**src/rtl/core/gbe_pkg.sv**
```systemverilog
// Package for the Golomb bitstream encoder.
// Holds the fixed widths, the command type passed from front to back and the
// front controller state type. It depends on nothing else.
package gbe_pkg;

  localparam int DIV_W  = 11;   // width of the divisor register
  localparam int MAX_B  = 11;   // largest remainder code width
  localparam int B_W    = 4;    // holds 0..MAX_B
  localparam int TAIL_W = 12;   // stop bit plus the longest remainder code
  localparam int TLEN_W = 4;    // holds 0..TAIL_W

  localparam logic [DIV_W-1:0] DIVISOR_RESET = DIV_W'(1);

  // Everything after the unary run: its length and its bits, right-aligned.
  typedef struct packed {
    logic              flush;
    logic [TLEN_W-1:0] len;
    logic [TAIL_W-1:0] bits;
  } tail_t;

  typedef enum logic [2:0] {
    F_IDLE = 3'b001,
    F_DIV  = 3'b010,
    F_PUSH = 3'b100
  } front_state_t;

  // Smallest b with 2^b >= m.
  function automatic logic [B_W-1:0] code_width(input logic [DIV_W-1:0] m);
    logic [B_W-1:0] b;
    b = '0;
    for (int k = 0; k <= MAX_B; k++) begin
      if (((DIV_W+1)'(1) << k) < {1'b0, m}) begin
        b = B_W'(k + 1);
      end
    end
    return b;
  endfunction

endpackage

```
**src/rtl/core/gbe_fifo.sv**
```systemverilog
// Small first-in first-out queue built from flip-flops.
// Used between the front and back ends and in front of the result ports.
// No package dependency.
module gbe_fifo #(
  parameter int WIDTH = 8,
  parameter int DEPTH = 2
) (
  input  logic             clk,
  input  logic             rst_n,
  input  logic             push,
  input  logic [WIDTH-1:0] din,
  output logic             full,
  input  logic             pop,
  output logic [WIDTH-1:0] dout,
  output logic             empty
);

  localparam int AW = (DEPTH > 1) ? $clog2(DEPTH) : 1;
  localparam int CW = $clog2(DEPTH + 1);

  logic [WIDTH-1:0] mem_r [DEPTH];
  logic [AW-1:0]    wr_ptr_r, wr_ptr_nxt;
  logic [AW-1:0]    rd_ptr_r, rd_ptr_nxt;
  logic [CW-1:0]    cnt_r, cnt_nxt;
  logic             do_push, do_pop;

  assign full    = (cnt_r == CW'(DEPTH));
  assign empty   = (cnt_r == '0);
  assign do_push = push && !full;
  assign do_pop  = pop && !empty;
  assign dout    = mem_r[rd_ptr_r];

  always_comb begin
    wr_ptr_nxt = wr_ptr_r;
    rd_ptr_nxt = rd_ptr_r;
    cnt_nxt    = cnt_r;
    if (do_push) begin
      wr_ptr_nxt = (wr_ptr_r == AW'(DEPTH - 1)) ? '0 : wr_ptr_r + AW'(1);
    end
    if (do_pop) begin
      rd_ptr_nxt = (rd_ptr_r == AW'(DEPTH - 1)) ? '0 : rd_ptr_r + AW'(1);
    end
    if (do_push && !do_pop) begin
      cnt_nxt = cnt_r + CW'(1);
    end else if (do_pop && !do_push) begin
      cnt_nxt = cnt_r - CW'(1);
    end
  end

  always_ff @(posedge clk) begin
    if (!rst_n) begin
      wr_ptr_r <= '0;
      rd_ptr_r <= '0;
      cnt_r    <= '0;
    end else begin
      wr_ptr_r <= wr_ptr_nxt;
      rd_ptr_r <= rd_ptr_nxt;
      cnt_r    <= cnt_nxt;
    end
  end

  always_ff @(posedge clk) begin
    if (do_push) begin
      mem_r[wr_ptr_r] <= din;
    end
  end

endmodule

```
**src/rtl/core/gbe_front.sv**
```systemverilog
// Front end of the Golomb encoder: accepts requests, divides the value by the
// divisor one bit per cycle and forms the unary length and remainder code.
// Depends on gbe_pkg.
module gbe_front import gbe_pkg::*; #(
  parameter int VALUE_BITS = 10
) (
  input  logic                  clk,
  input  logic                  rst_n,
  input  logic                  in_push,
  input  logic                  in_func,
  input  logic [VALUE_BITS-1:0] in_value,
  output logic                  in_full,
  input  logic [DIV_W-1:0]      divisor,
  output logic                  cmd_push,
  input  logic                  cmd_full,
  output logic [VALUE_BITS-1:0] cmd_ones,
  output tail_t                 cmd_tail
);

  localparam int STEP_W = $clog2(VALUE_BITS + 1);

  front_state_t          state_r, state_nxt;
  logic                  flush_r;
  logic [VALUE_BITS-1:0] dvd_r;
  logic [VALUE_BITS-1:0] quo_r;
  logic [DIV_W-1:0]      rem_r;
  logic [STEP_W-1:0]     step_r;

  logic [DIV_W-1:0]  m_eff;
  logic [DIV_W:0]    rem_sh;
  logic              ge;
  logic [DIV_W:0]    rem_new;
  logic [B_W-1:0]    b;
  logic [TAIL_W-1:0] u;
  logic [TAIL_W-1:0] r_ext;

  assign m_eff   = (divisor == '0) ? DIV_W'(1) : divisor;
  assign rem_sh  = {rem_r, dvd_r[VALUE_BITS-1]};
  assign ge      = (rem_sh >= {1'b0, m_eff});
  assign rem_new = ge ? (rem_sh - {1'b0, m_eff}) : rem_sh;

  // Truncated binary: remainders below u take b-1 bits, the rest are offset
  // by u and take b bits. The stop bit of the unary run is the leading zero.
  assign b     = code_width(m_eff);
  assign u     = (TAIL_W'(1) << b) - TAIL_W'(m_eff);
  assign r_ext = TAIL_W'(rem_r);

  always_comb begin
    cmd_tail.flush = flush_r;
    cmd_ones       = flush_r ? '0 : quo_r;
    if (flush_r) begin
      cmd_tail.len  = '0;
      cmd_tail.bits = '0;
    end else if (r_ext < u) begin
      cmd_tail.len  = TLEN_W'(b);
      cmd_tail.bits = r_ext;
    end else begin
      cmd_tail.len  = TLEN_W'(b) + TLEN_W'(1);
      cmd_tail.bits = r_ext + u;
    end
  end

  assign in_full  = (state_r != F_IDLE);
  assign cmd_push = (state_r == F_PUSH);

  always_comb begin
    state_nxt = state_r;
    case (state_r)
      F_IDLE: begin
        if (in_push) begin
          state_nxt = in_func ? F_PUSH : F_DIV;
        end
      end
      F_DIV: begin
        if (step_r == STEP_W'(VALUE_BITS - 1)) begin
          state_nxt = F_PUSH;
        end
      end
      F_PUSH: begin
        if (!cmd_full) begin
          state_nxt = F_IDLE;
        end
      end
      default: state_nxt = F_IDLE;
    endcase
  end

  always_ff @(posedge clk) begin
    if (!rst_n) begin
      state_r <= F_IDLE;
    end else begin
      state_r <= state_nxt;
    end
  end

  always_ff @(posedge clk) begin
    if (state_r == F_IDLE && in_push) begin
      flush_r <= in_func;
      dvd_r   <= in_value;
      quo_r   <= '0;
      rem_r   <= '0;
      step_r  <= '0;
    end else if (state_r == F_DIV) begin
      dvd_r  <= {dvd_r[VALUE_BITS-2:0], 1'b0};
      quo_r  <= {quo_r[VALUE_BITS-2:0], ge};
      rem_r  <= rem_new[DIV_W-1:0];
      step_r <= step_r + STEP_W'(1);
    end
  end

endmodule

```
**src/rtl/core/gbe_back.sv**
```systemverilog
// Back end of the Golomb encoder: appends the unary run, then the remainder
// code, to the pending word, as many bits of the current part a cycle as the
// word has room for while the result queue is not full. Depends on gbe_pkg.
module gbe_back import gbe_pkg::*; #(
  parameter int VALUE_BITS = 10,
  parameter int WORD_BITS  = 32
) (
  input  logic                             clk,
  input  logic                             rst_n,
  input  logic                             cmd_empty,
  output logic                             cmd_pop,
  input  logic [VALUE_BITS-1:0]            cmd_ones,
  input  tail_t                            cmd_tail,
  input  logic                             out_full,
  output logic                             out_push,
  output logic [WORD_BITS-1:0]             out_word,
  output logic [$clog2(WORD_BITS+1)-1:0]   out_bit_count,
  output logic                             out_last
);

  localparam int CNT_W = $clog2(WORD_BITS);
  localparam int BC_W  = $clog2(WORD_BITS + 1);
  localparam int WIDE  = (WORD_BITS > TAIL_W) ? WORD_BITS : TAIL_W;
  localparam int RW    = ((VALUE_BITS > BC_W) ? VALUE_BITS : BC_W) + 1;

  logic                  busy_r;
  logic                  flush_r;
  logic [VALUE_BITS-1:0] ones_r;
  logic [TLEN_W-1:0]     tlen_r;
  logic [TAIL_W-1:0]     tbits_r;
  logic [WORD_BITS-1:0]  pend_r;
  logic [CNT_W-1:0]      cnt_r;

  logic                 step_en;
  logic                 take_ones;
  logic [RW-1:0]        space, avail, k;
  logic [RW-1:0]        ones_after, tlen_after, rem_after, fill;
  logic [WIDE-1:0]      kmask, ins, merged;
  logic [WORD_BITS-1:0] new_word;
  logic                 full_word;

  assign cmd_pop = !busy_r && !cmd_empty;
  assign step_en = busy_r && !out_full;

  always_comb begin
    space      = RW'(WORD_BITS) - RW'(cnt_r);
    take_ones  = (ones_r != '0);
    avail      = take_ones ? RW'(ones_r) : RW'(tlen_r);
    k          = (avail < space) ? avail : space;
    kmask      = ~({WIDE{1'b1}} << k);
    if (take_ones) begin
      ins = kmask;
    end else begin
      ins = (WIDE'(tbits_r) >> (RW'(tlen_r) - k)) & kmask;
    end
    merged     = (WIDE'(pend_r) << k) | ins;
    new_word   = merged[WORD_BITS-1:0];
    ones_after = take_ones ? (RW'(ones_r) - k) : RW'(ones_r);
    tlen_after = take_ones ? RW'(tlen_r) : (RW'(tlen_r) - k);
    rem_after  = ones_after + tlen_after;
    fill       = RW'(cnt_r) + k;
    full_word  = (fill == RW'(WORD_BITS));
  end

  // A word is the last of its request when what is left cannot fill another.
  always_comb begin
    if (flush_r) begin
      out_push      = step_en && (cnt_r != '0);
      out_word      = pend_r << (BC_W'(WORD_BITS) - BC_W'(cnt_r));
      out_bit_count = BC_W'(cnt_r);
      out_last      = 1'b1;
    end else begin
      out_push      = step_en && full_word;
      out_word      = new_word;
      out_bit_count = BC_W'(WORD_BITS);
      out_last      = (rem_after < RW'(WORD_BITS));
    end
  end

  always_ff @(posedge clk) begin
    if (!rst_n) begin
      busy_r  <= 1'b0;
      flush_r <= 1'b0;
      ones_r  <= '0;
      tlen_r  <= '0;
      pend_r  <= '0;
      cnt_r   <= '0;
    end else if (cmd_pop) begin
      busy_r  <= 1'b1;
      flush_r <= cmd_tail.flush;
      ones_r  <= cmd_ones;
      tlen_r  <= cmd_tail.len;
    end else if (step_en) begin
      if (flush_r) begin
        pend_r <= '0;
        cnt_r  <= '0;
        busy_r <= 1'b0;
      end else begin
        ones_r <= ones_after[VALUE_BITS-1:0];
        tlen_r <= tlen_after[TLEN_W-1:0];
        if (full_word) begin
          pend_r <= '0;
          cnt_r  <= '0;
        end else begin
          pend_r <= new_word;
          cnt_r  <= fill[CNT_W-1:0];
        end
        if (rem_after == '0) begin
          busy_r <= 1'b0;
        end
      end
    end
  end

  always_ff @(posedge clk) begin
    if (cmd_pop) begin
      tbits_r <= cmd_tail.bits;
    end
  end

endmodule

```
**src/rtl/core/golomb_bitstream_encoder.sv**
```systemverilog
// Golomb bitstream encoder. An encode request passes the front end in steps
// (accept, one restoring-divider step per value bit, hand-off), the divider
// taking one bit a cycle. The back end packs up to one whole word a cycle
// while the result queue has room; its work on a long unary run overlaps
// the next division through a two-entry request queue. A flush request
// skips the division and goes from accept straight to hand-off. Results
// wait in a two-entry queue, so the output side may stall freely. The
// divisor is to be written only while idle.
// Depends on gbe_pkg, gbe_front, gbe_back and gbe_fifo.
module golomb_bitstream_encoder import gbe_pkg::*; #(
  parameter int VALUE_BITS = 10,
  parameter int WORD_BITS  = 32
) (
  input  logic                           clk,
  input  logic                           rst_n,
  input  logic                           in_push,
  output logic                           in_full,
  input  logic                           in_func,
  input  logic [VALUE_BITS-1:0]          in_value,
  output logic                           out_empty,
  input  logic                           out_pop,
  output logic [WORD_BITS-1:0]           out_word,
  output logic [$clog2(WORD_BITS+1)-1:0] out_bit_count,
  output logic                           out_last,
  input  logic                           cfg_we,
  input  logic [DIV_W-1:0]               cfg_wdata
);

  localparam int BC_W  = $clog2(WORD_BITS + 1);
  localparam int CMD_W = VALUE_BITS + $bits(tail_t);
  localparam int RES_W = WORD_BITS + BC_W + 1;

  logic [DIV_W-1:0] divisor_r;

  logic                  cmd_push, cmd_full, cmd_pop, cmd_empty;
  logic [VALUE_BITS-1:0] f_ones, b_ones;
  tail_t                 f_tail, b_tail;

  logic                 res_push, res_full;
  logic [WORD_BITS-1:0] res_word;
  logic [BC_W-1:0]      res_bit_count;
  logic                 res_last;

  always_ff @(posedge clk) begin
    if (!rst_n) begin
      divisor_r <= DIVISOR_RESET;
    end else if (cfg_we) begin
      divisor_r <= cfg_wdata;
    end
  end

  gbe_front #(
    .VALUE_BITS (VALUE_BITS)
  ) u_front (
    .clk      (clk),
    .rst_n    (rst_n),
    .in_push  (in_push),
    .in_func  (in_func),
    .in_value (in_value),
    .in_full  (in_full),
    .divisor  (divisor_r),
    .cmd_push (cmd_push),
    .cmd_full (cmd_full),
    .cmd_ones (f_ones),
    .cmd_tail (f_tail)
  );

  gbe_fifo #(
    .WIDTH (CMD_W),
    .DEPTH (2)
  ) u_cmd_q (
    .clk   (clk),
    .rst_n (rst_n),
    .push  (cmd_push),
    .din   ({f_ones, f_tail}),
    .full  (cmd_full),
    .pop   (cmd_pop),
    .dout  ({b_ones, b_tail}),
    .empty (cmd_empty)
  );

  gbe_back #(
    .VALUE_BITS (VALUE_BITS),
    .WORD_BITS  (WORD_BITS)
  ) u_back (
    .clk           (clk),
    .rst_n         (rst_n),
    .cmd_empty     (cmd_empty),
    .cmd_pop       (cmd_pop),
    .cmd_ones      (b_ones),
    .cmd_tail      (b_tail),
    .out_full      (res_full),
    .out_push      (res_push),
    .out_word      (res_word),
    .out_bit_count (res_bit_count),
    .out_last      (res_last)
  );

  gbe_fifo #(
    .WIDTH (RES_W),
    .DEPTH (2)
  ) u_res_q (
    .clk   (clk),
    .rst_n (rst_n),
    .push  (res_push),
    .din   ({res_word, res_bit_count, res_last}),
    .full  (res_full),
    .pop   (out_pop),
    .dout  ({out_word, out_bit_count, out_last}),
    .empty (out_empty)
  );

  // A partial word only comes from a flush, which always closes its request.
  a_partial_is_last: assert property (@(posedge clk) disable iff (!rst_n)
    (!out_empty && (out_bit_count != BC_W'(WORD_BITS))) |-> out_last)
    else $error("partial word without last");

  a_no_empty_word: assert property (@(posedge clk) disable iff (!rst_n)
    !out_empty |-> (out_bit_count != '0))
    else $error("result word with no valid bits");

  a_accept_busy: assert property (@(posedge clk) disable iff (!rst_n)
    (in_push && !in_full) |=> in_full)
    else $error("front end free right after accepting a request");

  a_back_no_overrun: assert property (@(posedge clk) disable iff (!rst_n)
    res_push |-> !res_full)
    else $error("back end pushed into a full result queue");

endmodule
```
**config.mk**
```make
export PLATFORM = sky130hd
export DESIGN_NAME = golomb_bitstream_encoder
export DESIGN_NICKNAME = d
export VERILOG_FILES = /design/src/rtl/core/gbe_pkg.sv /design/src/rtl/core/gbe_fifo.sv /design/src/rtl/core/gbe_front.sv /design/src/rtl/core/gbe_back.sv /design/src/rtl/core/golomb_bitstream_encoder.sv
export SDC_FILE = /design/constraint.sdc
export NUM_CORES = 1
export LEC_CHECK = 0
export ABC_AREA = 1
export BUFFER_PORTS_ARGS = -buffer_cell sky130_fd_sc_hd__buf_2
export CAP_MARGIN = 20
export CORE_ASPECT_RATIO = 2
export CORE_MARGIN = 4
export CORE_UTILIZATION = 49
export CTS_BUF_LIST = sky130_fd_sc_hd__clkbuf_2 sky130_fd_sc_hd__clkbuf_4 sky130_fd_sc_hd__clkbuf_8
export DETAILED_ROUTE_END_ITERATION = 6
export GPL_TIMING_DRIVEN = 0
export PLACE_DENSITY_LB_ADDON = 0.2
export SLEW_MARGIN = 15
export SYNTH_ARGS = -nofsm -noshare
export SYNTH_HDL_FRONTEND = slang
export SYNTH_SLANG_ARGS = --single-unit
```
**constraint.sdc**
```tcl
create_clock -name clk -period 8.9 [get_ports clk]
set_input_delay 0.89 -clock clk [delete_from_list [all_inputs] [get_ports clk]]
set_output_delay 0.89 -clock clk [all_outputs]
set_load 0.01 [all_outputs]
```
==> reports/summary.txt <==
Clk root buf - clkbuf_8
Maximum root-to-sink buffer count - 3
First-pass GRT wire length - 98.04 mm
Final hold vios - 0
Gr usage total - 33.86%
H-tree depth - 2
Vias in the first global route - 16.71k
Largest net degree at the start of global routing - 30
Post-route setup slack - 0.7418 ns
Seq/Total Area, Yosys - 38.58%
Die Y-Extent - 274.2 um
Wirelength per Cell - 23.11 um
Routed WL - 65.73 mm
Clock skew - 0.03212 ns
Drc violations - 0
CP Data Required Time - 9.34 ns
Critical-path top delay cell - fa_1
Top_reg_cell synth - edfxtp_1
CP arrival - 8.60 ns
Status - finished, final reports clean
Fill cells - 3450
Worst Setup End Kind - flop
Nets - 2489
Final period util - 91.67%
Delay-heaviest family, CP - buffers and inverters
Synth cell types - 58
Slew Viols, Final - 0
Fin util - 54.76%
Grt ovf - 0
Core footprint - 0.03507 sq mm
Via Count - 16.42k
I/O Buffers - 67
Detail Route Antenna Nets - 0
Pre-CTS WS - -0.1509 ns
CTS Sinks - 257
CTS tree - built
Most frequent CP cell - nand2_1
CTS Hold Bufs - 0
Yosys reg bits - 257
Final setup vio count - 0
Largest family of logic cells by synthesized area - simple AND/OR/NAND/NOR gates
Synth Warn # - 0
# IOs - 68
Simple-Gate Fraction of Synth Area - 20.92%
Slew HR - 24.74%
Post-CTS Resized - 0
Worst-path clk slew - 0.08 ns
Chip width - 141.1 um
Post-synthesis xor/xnor area fraction - 2.170%
Compound-Gate Fraction of Synth Area - 17.83%
WHS - 0.4564 ns
Cells after Synth - 2252
Routability cong. - 1.025
Synth async-reset ratio - 0%
Post-synthesis mux area share - 5.154%
RSZ-0062 raised after global routing - false
Critical path fanouts, max - 12
Initial antenna violation count - 2
Hold crit path type - flop to flop
Max-cap violations - 0
Via/cell ratio - 5.774
Clk Latency, worst-skew pair - 0.61 ns
Setup bufs post-CTS - 0
WP buf/inv - 8
WS Path Type - flop to flop
Least-Margin Pin Slew - 1.129 ns
Syn Std Cell Area - 0.01736 sq mm
Area Growth Syn to Fin - 10.64%
CTS Buf Count - 39
Initial cell density of the core - 49.49%
Post-synth EDFFs - 155
Period minus WS final - 8.158 ns
Syn Area/Cell - 7.708 sq um
DPL Wire Length - 53.26 mm
Fmax - 122.6 MHz
Critical path startpoint category - flop
Adder-Cell Fraction of Synth Area - 7.150%
Design area - 0.01921 sq mm
Num rows - 97
Layout cell share with drive strength beyond 1 - 11.01%
Drt initial violations - 1154
DIE AREA - 0.03868 sq mm
Placed standard-cell area - 0.01838 sq mm
DRT Pass-1 Iters - 5
CP max stage delay - 0.47 ns
[layer usage]
metal,global-route usage (%),vias to the layer above,wire (um)
li1,-,7920,-
met1,29.41,7673,19740
met2,63.40,565,35010
met3,4.101,260,2679
met4,34.18,2,8285
met5,0,-,17
[metrics by stage]
stage | std cells | TNS (ns)
3_5_place_dp | 2772 | -0.1509
3_3_place_gp | 2767 | -84.16
6_report | 2844 | 0
5_1_grt | 2844 | 0
2_1_floorplan | 2255 | 0
4_1_cts | 2843 | 0
[kinds of logic (layout without fill, tap and decap cells)]
logic type	Yosys count	count (layout)
xor gates and xnor gates	43	43
AOI/OAI and AO/OA	539	539
muxes	83	83
other	1	5
buffers and inverters	360	503
DFF	257	257
adders and majority gates	95	95
and+or+nand+nor	874	874
[final timing paths]
| path | from | end | slack, ns | cells past startpoint |
|---|---|---|---|---|
| setup / recovery | u_back.cnt_r[0]$_SDFFE_PN0P_ | u_back.busy_r$_SDFFE_PN0P_ | 0.74 | 37 |
| hold / removal | u_cmd_q.rd_ptr_r$_SDFFE_PN0P_ | flop | 0.46 | 1 |
| setup reg to reg | u_back.cnt_r[0]$_SDFFE_PN0P_ | u_back.busy_r$_SDFFE_PN0P_ | 0.74 | 37 |
| hold reg to reg | u_cmd_q.rd_ptr_r$_SDFFE_PN0P_ | flop | 0.46 | 1 |
[sequential cells by signal, indices dropped and copies added, names as in the netlist, 2 cells and up, named ones only]
register         flops
u_front.state_r      3
divisor_r           11
u_cmd_q.mem_r       54
u_front.rem_r       11
u_back.cnt_r         5
u_back.pend_r       32
u_front.quo_r       10
u_front.dvd_r       10
u_res_q.mem_r       78
u_res_q.cnt_r        2
u_back.tbits_r      12
u_back.tlen_r        4
u_front.step_r       4
u_cmd_q.cnt_r        2
u_back.ones_r       10
[layout by cell type (no fill, tap or decap), types with 82 or more instances in the layout]
cell type  synthesis  final
a21oi_1          159    159
buf_2             15     82
dfxtp_1          102    102
edfxtp_1         155    155
ha_1              88     88
inv_1            235    235
nand2_1          540    540
nand3_1          151    151
nor2_1           125    121
o21ai_0          194    193
[area by class of cell]
type	instances	area [sq um]	area share [%]
antenna	1	2.502	0.01303
inverter	245	923.4	4.808
clock buffer	60	719.4	3.746
clock inverter	12	81.33	0.4235
sequential	257	6696	34.87
buffer	114	495.5	2.580
tap	445	556.8	2.899
multi-input combinational	1638	9316	48.51
timing repair buffer	72	414.1	2.156
[synth_stat cells (3+ instances only)]
library cell | count | share of area, %
a211o_1 | 3 | 0.15
a211oi_1 | 8 | 0.35
a21oi_1 | 159 | 4.6
a22oi_1 | 3 | 0.13
a31oi_1 | 20 | 0.72
buf_1 | 13 | 0.28
buf_2 | 15 | 0.43
buf_4 | 5 | 0.22
buf_6 | 4 | 0.26
clkbuf_1 | 78 | 1.7
clkinv_1 | 5 | 0.11
dfxtp_1 | 102 | 12
edfxtp_1 | 155 | 27
fa_1 | 7 | 0.81
ha_1 | 88 | 6.3
inv_1 | 235 | 5.1
inv_2 | 5 | 0.11
mux2_2 | 51 | 3.3
mux2i_1 | 32 | 1.8
nand2_1 | 540 | 12
nand2_2 | 6 | 0.22
nand3_1 | 151 | 4.4
nand4_1 | 11 | 0.40
nor2_1 | 125 | 2.7
nor2_2 | 4 | 0.14
nor3_1 | 16 | 0.46
nor3b_1 | 4 | 0.17
o2111ai_1 | 5 | 0.25
o211ai_1 | 55 | 2.4
o21ai_0 | 194 | 5.6
o21ai_1 | 39 | 1.1
o21ai_2 | 11 | 0.55
o21bai_1 | 9 | 0.39
o221ai_1 | 13 | 0.66
o311ai_0 | 3 | 0.15
o31ai_1 | 5 | 0.22
or2_2 | 5 | 0.18
xnor2_1 | 9 | 0.45
xor2_1 | 34 | 1.7
Power is not shown: default switching activity piles up to over one toggle a cycle in this logic, so the estimate is an artifact.
